$ cat config.mk
export PLATFORM = sky130hd
export DESIGN_NAME = tabulated_permittivity_interpolator_top
export DESIGN_NICKNAME = d
export VERILOG_FILES = /design/src/sv/tpi_pkg.sv /design/src/sv/tpi_re_table.sv /design/src/sv/tpi_im_table.sv /design/src/sv/tpi_lerp.sv /design/src/sv/tabulated_permittivity_interpolator_top.sv
export VERILOG_INCLUDE_DIRS = /design/src /design/src/sv
export SDC_FILE = /design/constraint.sdc
export NUM_CORES = 2
export LEC_CHECK = 0
export BUFFER_PORTS_ARGS = -buffer_cell sky130_fd_sc_hd__buf_4
export CORE_UTILIZATION = 65
export CTS_CLUSTER_DIAMETER = 30
export DETAILED_ROUTE_END_ITERATION = 7
export PLACE_DENSITY = 0.82
export SLEW_MARGIN = 40
export SYNTH_ARGS = -nofsm -noshare
export SYNTH_HDL_FRONTEND = slang
export SYNTH_SLANG_ARGS = --single-unit
export TNS_END_PERCENT = 30
$ cat constraint.sdc
create_clock -name i_clk -period 51.8 [get_ports i_clk]
set_input_delay 7.77 -clock i_clk [delete_from_list [all_inputs] [get_ports i_clk]]
set_output_delay 7.77 -clock i_clk [all_outputs]
set_load 0.01 [all_outputs]
$ cat src/sv/assert_macros.svh
// Assertion macros shared by the RTL files that carry assertions.
`ifndef ASSERT_MACROS_SVH
`define ASSERT_MACROS_SVH

`ifndef SYNTH

// Same-cycle implication, clocked on i_clk and disabled while reset is low.
`define ASSERT_IMP(lbl, ante, cons) \
    lbl: assert property (@(posedge i_clk) disable iff (!i_rst_n) (ante) |-> (cons)) \
        else $error("assertion failed");

// Next-cycle implication, clocked on i_clk and disabled while reset is low.
`define ASSERT_NXT(lbl, ante, cons) \
    lbl: assert property (@(posedge i_clk) disable iff (!i_rst_n) (ante) |=> (cons)) \
        else $error("assertion failed");

`else

`define ASSERT_IMP(lbl, ante, cons)
`define ASSERT_NXT(lbl, ante, cons)

`endif

`endif

$ cat src/sv/tpi_pkg.sv
// Package with the breakpoint tables, fixed-point widths and shared types of the interpolator.
package tpi_pkg;

    localparam int IN_FRAC_BITS  = 8;
    localparam int OUT_FRAC_BITS = 16;
    localparam int SLOPE_FRAC    = 16;
    localparam int RE_POINTS     = 19;
    localparam int IM_POINTS     = 11;
    localparam longint VALUE_UNIT = 1000000;

    localparam int WL_W     = 20;
    localparam int RE_W     = 20;
    localparam int IM_W     = 18;
    localparam int STATUS_W = 2;

    // Breakpoints are in units of 10 pm, so the wavelength is scaled by 100.
    localparam int WL_SCALE = 100;

    localparam int X_W       = 27;
    // The widest segment of the imaginary table spans more than 2^22 scaled units.
    localparam int D_W       = 23;
    localparam int SLOPE_W   = 21;
    localparam int BASE_W    = 20;
    localparam int CORR_W    = 20;
    localparam int SUM_W     = 22;
    localparam int PROD_W    = SLOPE_W + D_W + 1;
    localparam int RND_SHIFT = IN_FRAC_BITS + SLOPE_FRAC;

    localparam longint RE_LAM [RE_POINTS] = '{
        150314, 155924, 163135, 171815, 180227, 187036, 193445, 197317, 202924,
        209199, 214405, 220545, 224816, 230957, 238431, 247374, 258585, 264990,
        269527 };
    localparam longint RE_VAL [RE_POINTS] = '{
        1551270, 1334140, 1032570, 658625, 284680, -53076, -354644, -559710,
        -837153, -1174910, -1452350, -1814230, -2079610, -2417370, -2887820,
        -3430640, -4130280, -4564540, -4878170 };
    localparam longint IM_LAM [IM_POINTS] = '{
        150090, 154500, 165593, 179759, 193657, 207554, 224656, 234410, 247368,
        256987, 270077 };
    localparam longint IM_VAL [IM_POINTS] = '{
        271084, 295181, 361446, 454819, 569277, 698795, 879518, 993976,
        1168670, 1304220, 1506020 };

    localparam logic signed [SUM_W-1:0] RE_SAT_HI =
        SUM_W'((longint'(1) << (RE_W - 1)) - 1);
    localparam logic signed [SUM_W-1:0] RE_SAT_LO =
        SUM_W'(-(longint'(1) << (RE_W - 1)));
    localparam logic signed [SUM_W-1:0] IM_SAT_LO =
        SUM_W'(-(longint'(1) << (IM_W - 1)));
    localparam logic signed [SUM_W-1:0] IM_SAT_HI = '0;

    typedef enum logic [STATUS_W-1:0] {
        ST_OK       = 2'd0,
        ST_RE_RANGE = 2'd1,
        ST_IM_RANGE = 2'd2
    } t_status;

    // Selected segment of one table: range flag, constants and offset into the segment.
    typedef struct packed {
        logic                      in_range;
        logic signed [BASE_W-1:0]  base;
        logic signed [SLOPE_W-1:0] slope;
        logic [D_W-1:0]            d;
    } t_seg;

endpackage

$ cat src/sv/tpi_re_table.sv
// Segment lookup for the real permittivity table: range check, segment select and offset.
module tpi_re_table import tpi_pkg::*; (
    input  logic [X_W-1:0] i_x,
    output t_seg           o_seg
);

    localparam int NSEG = RE_POINTS - 1;
    localparam logic [X_W-1:0] X_FIRST = X_W'(RE_LAM[0] << IN_FRAC_BITS);
    localparam logic [X_W-1:0] X_LAST  = X_W'(RE_LAM[RE_POINTS-1] << IN_FRAC_BITS);

    logic [NSEG-1:0]           le;
    logic [NSEG-1:0]           sel;
    logic [X_W-1:0]            c_lo    [NSEG];
    logic signed [BASE_W-1:0]  c_base  [NSEG];
    logic signed [SLOPE_W-1:0] c_slope [NSEG];
    logic [X_W-1:0]            lo_sel;

    for (genvar k = 0; k < NSEG; k++) begin : g_seg
        localparam longint LO = RE_LAM[k] << IN_FRAC_BITS;
        localparam longint V0 = RE_VAL[k];
        localparam longint DV = RE_VAL[k+1] - RE_VAL[k];
        localparam longint DL = RE_LAM[k+1] - RE_LAM[k];
        localparam longint BN = V0 * (longint'(1) << OUT_FRAC_BITS);
        localparam longint BQ = ((BN < 0 ? -BN : BN) + VALUE_UNIT / 2) / VALUE_UNIT;
        localparam longint BV = BN < 0 ? -BQ : BQ;
        localparam longint SN = DV * (longint'(1) << (OUT_FRAC_BITS + SLOPE_FRAC));
        localparam longint SD = VALUE_UNIT * DL;
        localparam longint SQ = ((SN < 0 ? -SN : SN) + SD / 2) / SD;
        localparam longint SV = SN < 0 ? -SQ : SQ;

        assign c_lo[k]    = X_W'(LO);
        assign c_base[k]  = BASE_W'(BV);
        assign c_slope[k] = SLOPE_W'(SV);

        // The last segment takes everything above the inner breakpoints.
        if (k == NSEG - 1) begin : g_last
            assign le[k] = 1'b1;
        end else begin : g_mid
            localparam longint HI = RE_LAM[k+1] << IN_FRAC_BITS;
            assign le[k] = (i_x <= X_W'(HI));
        end
    end

    always_comb begin
        sel    = '0;
        lo_sel = '0;
        o_seg  = '0;
        for (int k = 0; k < NSEG; k++) begin
            if (k == 0) begin
                sel[k] = le[k];
            end else begin
                sel[k] = le[k] & ~le[k-1];
            end
        end
        for (int k = 0; k < NSEG; k++) begin
            if (sel[k]) begin
                lo_sel      = c_lo[k];
                o_seg.base  = c_base[k];
                o_seg.slope = c_slope[k];
            end
        end
        o_seg.in_range = (i_x >= X_FIRST) && (i_x <= X_LAST);
        o_seg.d        = D_W'(i_x - lo_sel);
    end

endmodule

$ cat src/sv/tpi_im_table.sv
// Segment lookup for the imaginary permittivity table: range check, segment select and offset.
module tpi_im_table import tpi_pkg::*; (
    input  logic [X_W-1:0] i_x,
    output t_seg           o_seg
);

    localparam int NSEG = IM_POINTS - 1;
    localparam logic [X_W-1:0] X_FIRST = X_W'(IM_LAM[0] << IN_FRAC_BITS);
    localparam logic [X_W-1:0] X_LAST  = X_W'(IM_LAM[IM_POINTS-1] << IN_FRAC_BITS);

    logic [NSEG-1:0]           le;
    logic [NSEG-1:0]           sel;
    logic [X_W-1:0]            c_lo    [NSEG];
    logic signed [BASE_W-1:0]  c_base  [NSEG];
    logic signed [SLOPE_W-1:0] c_slope [NSEG];
    logic [X_W-1:0]            lo_sel;

    for (genvar k = 0; k < NSEG; k++) begin : g_seg
        localparam longint LO = IM_LAM[k] << IN_FRAC_BITS;
        localparam longint V0 = IM_VAL[k];
        localparam longint DV = IM_VAL[k+1] - IM_VAL[k];
        localparam longint DL = IM_LAM[k+1] - IM_LAM[k];
        localparam longint BN = V0 * (longint'(1) << OUT_FRAC_BITS);
        localparam longint BQ = ((BN < 0 ? -BN : BN) + VALUE_UNIT / 2) / VALUE_UNIT;
        localparam longint BV = BN < 0 ? -BQ : BQ;
        localparam longint SN = DV * (longint'(1) << (OUT_FRAC_BITS + SLOPE_FRAC));
        localparam longint SD = VALUE_UNIT * DL;
        localparam longint SQ = ((SN < 0 ? -SN : SN) + SD / 2) / SD;
        localparam longint SV = SN < 0 ? -SQ : SQ;

        assign c_lo[k]    = X_W'(LO);
        assign c_base[k]  = BASE_W'(BV);
        assign c_slope[k] = SLOPE_W'(SV);

        // The last segment takes everything above the inner breakpoints.
        if (k == NSEG - 1) begin : g_last
            assign le[k] = 1'b1;
        end else begin : g_mid
            localparam longint HI = IM_LAM[k+1] << IN_FRAC_BITS;
            assign le[k] = (i_x <= X_W'(HI));
        end
    end

    always_comb begin
        sel    = '0;
        lo_sel = '0;
        o_seg  = '0;
        for (int k = 0; k < NSEG; k++) begin
            if (k == 0) begin
                sel[k] = le[k];
            end else begin
                sel[k] = le[k] & ~le[k-1];
            end
        end
        for (int k = 0; k < NSEG; k++) begin
            if (sel[k]) begin
                lo_sel      = c_lo[k];
                o_seg.base  = c_base[k];
                o_seg.slope = c_slope[k];
            end
        end
        o_seg.in_range = (i_x >= X_FIRST) && (i_x <= X_LAST);
        o_seg.d        = D_W'(i_x - lo_sel);
    end

endmodule

$ cat src/sv/tpi_lerp.sv
// Linear interpolation within one segment: slope times offset, rounded, plus the segment base.
module tpi_lerp import tpi_pkg::*; (
    input  t_seg                     i_seg,
    output logic signed [SUM_W-1:0]  o_value
);

    localparam logic signed [PROD_W-1:0] RND_POS = PROD_W'(longint'(1) << (RND_SHIFT - 1));
    localparam logic signed [PROD_W-1:0] RND_NEG = PROD_W'((longint'(1) << (RND_SHIFT - 1)) - 1);

    logic signed [PROD_W-1:0] prod;
    logic signed [PROD_W-1:0] prod_rnd;
    logic signed [CORR_W-1:0] corr;

    // The offset is never negative, so it enters the multiplier with a zero sign bit.
    assign prod = $signed(i_seg.slope) * $signed({1'b0, i_seg.d});

    // Round half away from zero before the arithmetic shift.
    assign prod_rnd = prod + (prod[PROD_W-1] ? RND_NEG : RND_POS);
    assign corr     = $signed(prod_rnd[RND_SHIFT +: CORR_W]);
    assign o_value  = SUM_W'(corr) + SUM_W'($signed(i_seg.base));

endmodule

$ cat src/sv/tabulated_permittivity_interpolator_top.sv
// Top level of the tabulated permittivity interpolator: input register, two tables, result register.
//
//  channel  | handshake         | words
//  ---------+-------------------+-------------------------------------------------------
//  input    | start, busy       | i_wavelength
//  result   | o_valid (strobe)  | o_re_permittivity, o_im_permittivity, o_status
//
// A word is taken at every edge with start high; busy stays low, so one word per cycle.
// Each result passes the input register and then the result register, and is on the outputs
// for one cycle, marked by o_valid.
// The latency is set by the input register and the result register; the table lookup,
// the multiply per part and the saturation sit between them.
// Synchronous active-low reset clears the valid flags only.
// The receiver cannot stall, so results are never held back.
`include "assert_macros.svh"

module tabulated_permittivity_interpolator_top import tpi_pkg::*; (
    input  logic                    i_clk,
    input  logic                    i_rst_n,
    input  logic                    start,
    output logic                    busy,
    input  logic [WL_W-1:0]         i_wavelength,
    output logic                    o_valid,
    output logic signed [RE_W-1:0]  o_re_permittivity,
    output logic signed [IM_W-1:0]  o_im_permittivity,
    output logic [STATUS_W-1:0]     o_status
);

    logic                    r_in_vld;
    logic                    n_in_vld;
    logic [WL_W-1:0]         r_wl;
    logic [WL_W-1:0]         n_wl;
    logic                    r_out_vld;
    logic signed [RE_W-1:0]  r_re;
    logic signed [RE_W-1:0]  n_re;
    logic signed [IM_W-1:0]  r_im;
    logic signed [IM_W-1:0]  n_im;
    t_status                 r_status;
    t_status                 n_status;

    logic [X_W-1:0]          x;
    t_seg                    re_seg;
    t_seg                    im_seg;
    logic signed [SUM_W-1:0] re_sum;
    logic signed [SUM_W-1:0] im_sum;
    logic signed [SUM_W-1:0] im_neg;
    logic signed [SUM_W-1:0] re_sat;
    logic signed [SUM_W-1:0] im_sat;

    assign busy     = 1'b0;
    assign n_in_vld = start && !busy;
    assign n_wl     = (start && !busy) ? i_wavelength : r_wl;

    assign x = X_W'(r_wl) * X_W'(WL_SCALE);

    tpi_re_table u_re_table (
        .i_x   (x),
        .o_seg (re_seg)
    );

    tpi_im_table u_im_table (
        .i_x   (x),
        .o_seg (im_seg)
    );

    tpi_lerp u_re_lerp (
        .i_seg   (re_seg),
        .o_value (re_sum)
    );

    tpi_lerp u_im_lerp (
        .i_seg   (im_seg),
        .o_value (im_sum)
    );

    always_comb begin
        im_neg = -im_sum;

        if (re_sum > RE_SAT_HI) begin
            re_sat = RE_SAT_HI;
        end else if (re_sum < RE_SAT_LO) begin
            re_sat = RE_SAT_LO;
        end else begin
            re_sat = re_sum;
        end

        if (im_neg > IM_SAT_HI) begin
            im_sat = IM_SAT_HI;
        end else if (im_neg < IM_SAT_LO) begin
            im_sat = IM_SAT_LO;
        end else begin
            im_sat = im_neg;
        end

        // The real range is checked first; either miss zeroes both parts.
        if (!re_seg.in_range) begin
            n_status = ST_RE_RANGE;
            n_re     = '0;
            n_im     = '0;
        end else if (!im_seg.in_range) begin
            n_status = ST_IM_RANGE;
            n_re     = '0;
            n_im     = '0;
        end else begin
            n_status = ST_OK;
            n_re     = RE_W'(re_sat);
            n_im     = IM_W'(im_sat);
        end
    end

    always_ff @(posedge i_clk) begin
        if (!i_rst_n) begin
            r_in_vld  <= 1'b0;
            r_out_vld <= 1'b0;
        end else begin
            r_in_vld  <= n_in_vld;
            r_out_vld <= r_in_vld;
        end
    end

    always_ff @(posedge i_clk) begin
        r_wl <= n_wl;
        if (r_in_vld) begin
            r_re     <= n_re;
            r_im     <= n_im;
            r_status <= n_status;
        end
    end

    assign o_valid           = r_out_vld;
    assign o_re_permittivity = r_re;
    assign o_im_permittivity = r_im;
    assign o_status          = r_status;

    `ASSERT_NXT(a_word_gives_result, r_in_vld, o_valid)
    `ASSERT_IMP(a_result_has_word, o_valid, $past(r_in_vld))
    `ASSERT_IMP(a_miss_zeroes, o_valid && (o_status != ST_OK), (o_re_permittivity == '0) && (o_im_permittivity == '0))
    `ASSERT_IMP(a_im_not_positive, o_valid, o_im_permittivity <= 0)

endmodule
# ---- Word-level counts from Yosys, hierarchy flattened
# Index checks and enable logic that the tools add are counted.
dict set report op_classes {
  addsub 7
  multipliers 3
  div 0
  order_cmp 34
  eq_ne 0
  n_shift 0
  n_mux 62
  bitwise_logic 50
  reduce_logical 6
}
# op n
set ops {}
lappend ops {{41-bit 2-to-1 mux} 26}
lappend ops {{27-bit by 26-bit <= comparator with 1-bit output (second input constant)} 25}
lappend ops {{23-bit 2-to-1 mux} 28}
lappend ops {{21-bit by 24-bit multiplier with 45-bit output} 2}
lappend ops {{44-bit by 25-bit adder with 44-bit output} 2}
lappend ops {{27-bit <= comparator (second input constant)} 3}
lappend ops {{27-bit by 26-bit greater-or-equal comparator with 1-bit output (second input constant)} 2}
lappend ops {{24-bit 2-to-1 mux} 2}
lappend ops {{23-bit subtractor} 2}
lappend ops {{20-bit by 20-bit adder with 21-bit output} 2}
lappend ops {{38-bit 2-to-1 mux} 1}
lappend ops {{36-bit 2-to-1 mux} 1}
lappend ops {{1-bit NOT} 26}
lappend ops {{20-bit by 5-bit multiplier with 25-bit output (second input constant)} 1}
lappend ops {{1-bit bitwise AND} 24}
lappend ops {{22-bit by 1-bit greater-than comparator with 1-bit output (second input constant)} 1}
lappend ops {{22-bit by 18-bit < comparator with 1-bit output (second input constant)} 1}
lappend ops {{21-bit negator with 22-bit output} 1}
lappend ops {{21-bit by 20-bit greater-than comparator with 1-bit output (second input constant)} 1}
lappend ops {{21-bit by 20-bit < comparator with 1-bit output (second input constant)} 1}
lappend ops {{20-bit 2-to-1 mux} 1}
lappend ops {{19-bit 2-to-1 mux} 1}
lappend ops {{18-bit 2-to-1 mux} 1}
lappend ops {{3-bit OR reduction} 2}
lappend ops {{4 further kinds} 5}
dict set report word_totals {
  ff_bits 62
  latchBits 0
  mem_bits_rw 0
  rom_bits 0
  in_bits 23
  elab_cells 170
  n_memories 0
}

# ---- Depth between registers and ports, before layout
dict set report logic_depth {
  ltp_word 29
  ltp_mapped 97
  mapped_depth_nobuf 91
}

# ---- Cells and area by module
# Synthesis repeated with hierarchy kept, for this count alone.
dict set report hier_totals {
  cells_unflattened 5818
  area_unflattened_um2 47514.3
}
# mod instances cells_per_inst area_per_inst_um2
set by_module_without_submodules {}
lappend by_module_without_submodules {{tpi_lerp at u_im_lerp} 1 2266 18723.0}
lappend by_module_without_submodules {{tpi_lerp at u_re_lerp} 1 2251 18718.0}
lappend by_module_without_submodules {tabulated_permittivity_interpolator_top 1 453 4854.7}
lappend by_module_without_submodules {tpi_re_table 1 503 3021.6}
lappend by_module_without_submodules {tpi_im_table 1 345 2197.1}

# ---- Worst setup path before layout
# No wires, ideal clock.
dict set report synth_timing {
  kind {reg-to-reg}
  start {reg r_wl[1]}
  end {reg r_re[10], in the netlist o_re_permittivity[10], data pin}
  setup_time_ps 270
  t_arrival_ps 20748
  required_time_ps 51530
  slack_ps 30781
  stages_incl_launch_ff 85
  period_less_slack_ps 21019
  cell_sequence {edfxtp_1 > inv_1 > clkbuf_1 > ha_1 > ha_1 > ha_1 > inv_1 > fa_1 > nand2b_1 > a21oi_2 > o311a_1 > nor3_1 > o211ai_1 > nand3_1 > or4_1 > o21ai_1 > inv_1 > and2_1 > [... 49 more ...] > ha_1 > fa_1 > a21o_1 > a21oi_1 > o21bai_1 > a21oi_1 > o21bai_1 > a21oi_1 > o21bai_1 > a2111oi_0 > o41a_1 > o211ai_1 > a21oi_1 > o21bai_1 > a31o_2 > o21ai_0 > clkbuf_1 > o21ai_0}
}
dict set report synth_between {
  elab_chain_cells 29
}
# item line
set synth_rtl {}
lappend synth_rtl {{from (decl)} tabulated_permittivity_interpolator_top.sv:31} ;# logic [WL_W-1:0] r_wl;
lappend synth_rtl {{from (signal assigned)} tabulated_permittivity_interpolator_top.sv:122} ;# r_wl <= n_wl;
lappend synth_rtl {{20-bit by 5-bit multiplier with 25-bit output *} tabulated_permittivity_interpolator_top.sv:54} ;# assign x = X_W'(r_wl) * X_W'(WL_SCALE);
lappend synth_rtl {{27-bit by 26-bit <= comparator with 1-bit output} tpi_re_table.sv:40} ;# assign le[k] = (i_x <= X_W'(HI));
lappend synth_rtl {{1-bit NOT} tpi_re_table.sv:52} ;# sel[k] = le[k] & ~le[k-1];
lappend synth_rtl {{1-bit bitwise AND} tpi_re_table.sv:52}
lappend synth_rtl {{23-bit 2-to-1 mux (17 in series)} tpi_re_table.sv:56} ;# if (sel[k]) begin
lappend synth_rtl {{23-bit subtractor} tpi_re_table.sv:63} ;# o_seg.d = D_W'(i_x - lo_sel);
lappend synth_rtl {{21-bit by 24-bit multiplier with 45-bit output} tpi_lerp.sv:15} ;# assign prod = $signed(i_seg.slope) * $signed({1'b0, i_seg.d});
lappend synth_rtl {{24-bit 2-to-1 mux} tpi_lerp.sv:18} ;# assign prod_rnd = prod + (prod[PROD_W-1] ? RND_NEG : RND_POS);
lappend synth_rtl {{44-bit by 25-bit adder with 44-bit output} tpi_lerp.sv:18}
lappend synth_rtl {{20-bit by 20-bit adder with 21-bit output} tpi_lerp.sv:20} ;# assign o_value = SUM_W'(corr) + SUM_W'($signed(i_seg.base));
lappend synth_rtl {{21-bit by 20-bit < comparator with 1-bit output} tabulated_permittivity_interpolator_top.sv:81} ;# end else if (re_sum < RE_SAT_LO) begin
lappend synth_rtl {{20-bit 2-to-1 mux} tabulated_permittivity_interpolator_top.sv:81}
lappend synth_rtl {{19-bit 2-to-1 mux} tabulated_permittivity_interpolator_top.sv:79} ;# if (re_sum > RE_SAT_HI) begin
lappend synth_rtl {{to (signal assigned)} tabulated_permittivity_interpolator_top.sv:124} ;# r_re <= n_re;
lappend synth_rtl {{to (decl)} tabulated_permittivity_interpolator_top.sv:34} ;# logic signed [RE_W-1:0] r_re;
# Every way passes the cells marked *; elsewhere a longest branch is shown, timed or not.
# A chain may end at the register's enable or synchronous reset.

# ---- Worst setup path in the final report
dict set report layout_timing {
  start {reg r_wl[2]}
  end {reg r_re[12], in the netlist o_re_permittivity[12], data pin}
}
# The elaborated chain is that of the path after synthesis.

==> results <==
- The flow ran to the end, and the final reports show no timing, DRC or antenna violations.
- The synthesized instance count is approximately 4.8k.
- The number of core rows is 88.
- By area, the combinational part of the netlist is dominated by adder cells.
- The finished layout holds 5487 standard cells, fillers aside.
- The actual transition at the worst max-transition pin is 0.916 ns.
- The die is 246 µm wide.
- The worst setup path is captured at a flop.
- The fraction of registers with async set/reset is 0%.
- After clock tree synthesis, the clock-pin slew on the worst setup and hold paths is 0.07 ns.
- The count of TritonRoute iterations in the first routing pass is 7.
- For this design the top-level I/O count stands at 65.
- The placed instances occupy a cell area of approximately 0.04 mm².
- The highest clock frequency the design can meet is a little over 40 MHz.
- The cell family contributing the most delay on the critical path is compound AO/OA/AOI/OAI gates.
- The cell with the largest stage delay on the worst path is a2111oi_1.
- The initial core utilization is between 60% and 70%.
- The largest total area in the synthesized netlist belongs to fa_1.
- The wire length of the first global-routing pass is between 150000 and 200000 µm.
- Setup repair after global routing left no endpoint under its margin.
- Counting the buffers created by CTS gives 9.
- The number of global-route vias before repair is 34.0k.
- The synthesized design devotes to its leading area cell type ~34% of total area.
- Dividing the detail-routed via count by the number of cells gives ~6.2.
- Measured along the y axis, the die boundary spans 246 µm.
- The area growth from synthesis to layout is 4.49%.
- The share of the Yosys chip area taken by registers is roughly 4.8%.
- The final-stage net count is 5908.
- The number of buffers on the longest clock path is 2.
- The synthesized area per cell is ~8.1 µm².
- The required time of the critical path is 51.88 ns.
- The number of antenna violations at the first check in global routing is 1.
- The number of hold buffers added after CTS was 0.
- The largest single stage delay on the critical path is between 0.7 and 0.8 ns.
- The synthesized design contains 60 enable-type register cells.
- The largest net degree at the start of global routing is 42.
- The count of pins over their slew limit came to 0.
- Setup violations remaining at the end of the flow were counted as 0.
- The maximum fanout along the worst path is 35.
- The final count of hold timing violations came to 0.
- The cell area that synthesis handed to floorplanning was just under 0.04 mm².
- The detailed router finished its first iteration with 3512 violations.
- Wires add up to about 120000 µm.
- The number of resized instances in the post-cts repair step is 0.
- The classification of the worst-slack hold path is flop to flop.
- The cell count after placement is roughly 5.5k.
- The period utilization is a little under half.
- Among the stages of the critical path, the cell type that occurs most often is a21oi_1.
- The cell area after layout is between 0.04 and 0.05 mm².
- The global routing usage summed across all routing layers is between 30% and 40%.
- The vias after detailed routing is approximately 34k.
- The relative max-transition margin is around two fifths.
- Summing the areas of all and, or, nand and nor instances in the mapped netlist gives between 15 and 20% of the synthesized area.
- The number of buffers inserted to repair setup after CTS is 0.
- The count of synthesis-stage warnings from yosys is 0.
- The tree is rooted in a clkbuf_16.
- The multiplexer share of the synthesized area is less than 1%.
- The post-synthesis share of cell area spent on xor and xnor gates is about 3.5%.
- The worst path in the final design needs a cycle of roughly 24 ns, including I/O delays and setup.
- The die covers 0.0603 mm².
- In the post-synthesis netlist, the cell with the most instances is inv_1.
- In the routed design, unresolved DRC markers number 0.
- The fraction of final layout cells with drive strength greater than 1 is between 5 and 6%.
- STA classifies the critical path startpoint as a flop.
- The final weighted congestion in routability-driven placement is 1.03.
- The area fraction in compound gates after synthesis is between 10% and 20%.
- After global routing the overflow that remains totals 0.
- The clock arrives with ~0.011 ns of skew.
- The number of storage elements in the synthesis netlist is 62.
- The final total negative setup slack is 0 ns.
- By startpoint and endpoint, the worst setup path is classified as flop to flop.
- Synthesis instantiated 94 different standard cells from the library.
- The number of buffer cells added on primary ports is 63.
- The flip-flop cell with the highest count after synthesis is edfxtp_1.
- The commonest cells after synthesis are inv_1, nand2_1, fa_1, ha_1, nor2_1.
- The max capacitance violation total is 0.
- The clock tree synthesis step divided the H-tree into 3 levels.
- The post-detailed-route wirelength per cell is roughly 21 µm.
- The signal arrival time at the worst endpoint is ~24 ns.
- The adder and majority cell fraction of the synthesized area is between 50% and 60%.
- By area the synthesized netlist is led by fa_1, ha_1, inv_1.
- The wire-length estimate of the detail-placed layout is about 93000 µm.
- The core region is around 0.058 mm².
- The later-pin clock latency in the skew report is between 0.3 and 0.4 ns.
- The detail route stage leaves a number of antenna-violating nets equal to 0.
- Together, buffers and inverters on the worst path number 11.
- The tree built by TritonCTS fans out to 62 sinks.
- The TritonCTS clock tree is done.
[final timing paths]
path         cells past startpoint                start                             endpoint  slack, ns
min reg2reg                      0  r_in_vld$_SDFF_PN0_   o_im_permittivity[7]$_SDFFCE_PP0P_       0.79
max reg2reg                     89    r_wl[2]$_DFFE_PP_  o_re_permittivity[12]$_SDFFCE_PN0P_      27.51
max                             89    r_wl[2]$_DFFE_PP_  o_re_permittivity[12]$_SDFFCE_PN0P_      27.51
min                              0  r_in_vld$_SDFF_PN0_   o_im_permittivity[7]$_SDFFCE_PP0P_       0.79
[kinds of logic after synthesis]
kind of cell             Yosys count
multiplexers                       6
flip-flops                        62
other                              2
AND/OR/NAND/NOR                 1494
AO/OA/AOI/OAI                    657
XOR/XNOR                         148
adder cells (fa/ha/maj)         1171
buffers and inverters           1212
[stage by stage]
step | utilization [%] | setup WS (ns) | hold WS [ns]
final | 69.3 | 27.51 | 0.790
after CTS | 69.3 | 28.05 | 0.786
after global placement | 68.6 | 28.77 | 0.939
after floorplan | - | 30.78 | 1.05
after global routing | 69.3 | 26.30 | 0.799
after detailed placement | 68.7 | 28.15 | 0.770
[per-layer routing]
| layer | track usage (%) | up-vias | share of wire (%) |
|---|---|---|---|
| li1 | - | 14934 | - |
| met1 | 52.7 | 16482 | 40 |
| met2 | 61.9 | 1960 | 45 |
| met3 | 6.94 | 392 | 9.7 |
| met4 | 18.1 | 0 | 5.3 |
| met5 | 0 | - | 0 |
[area by class of cell]
class                   count  area, µm²
flip-flops and latches     62       1850
repair buffers            129        968
fillers                  4603      17800
diodes                      1       2.50
inverters                1032       3870
multi-input cells        3482      32300
well taps                 765        957
clock inverters             7        105
clock buffers               9        225
[sequential cells by signal (all words and copies together), names as in the netlist]
name / flops
o_re_permittivity: 20
r_wl: 20
o_im_permittivity: 18
o_status: 2
o_valid: 1
r_in_vld: 1
[cell usage in the layout, fill, tap and decap left out, types with 67 or more instances in the layout]
master / instances
a21o_1: 82
a21oi_1: 196
and2_1: 99
buf_4: 129
fa_1: 660
ha_1: 508
inv_1: 1023
nand2_1: 676
nand3_1: 76
nor2_1: 291
nor3_1: 67
o21ai_0: 133
xnor2_1: 96
Power is not shown: default switching activity piles up to over one toggle a cycle in this logic, so the estimate is an artifact.
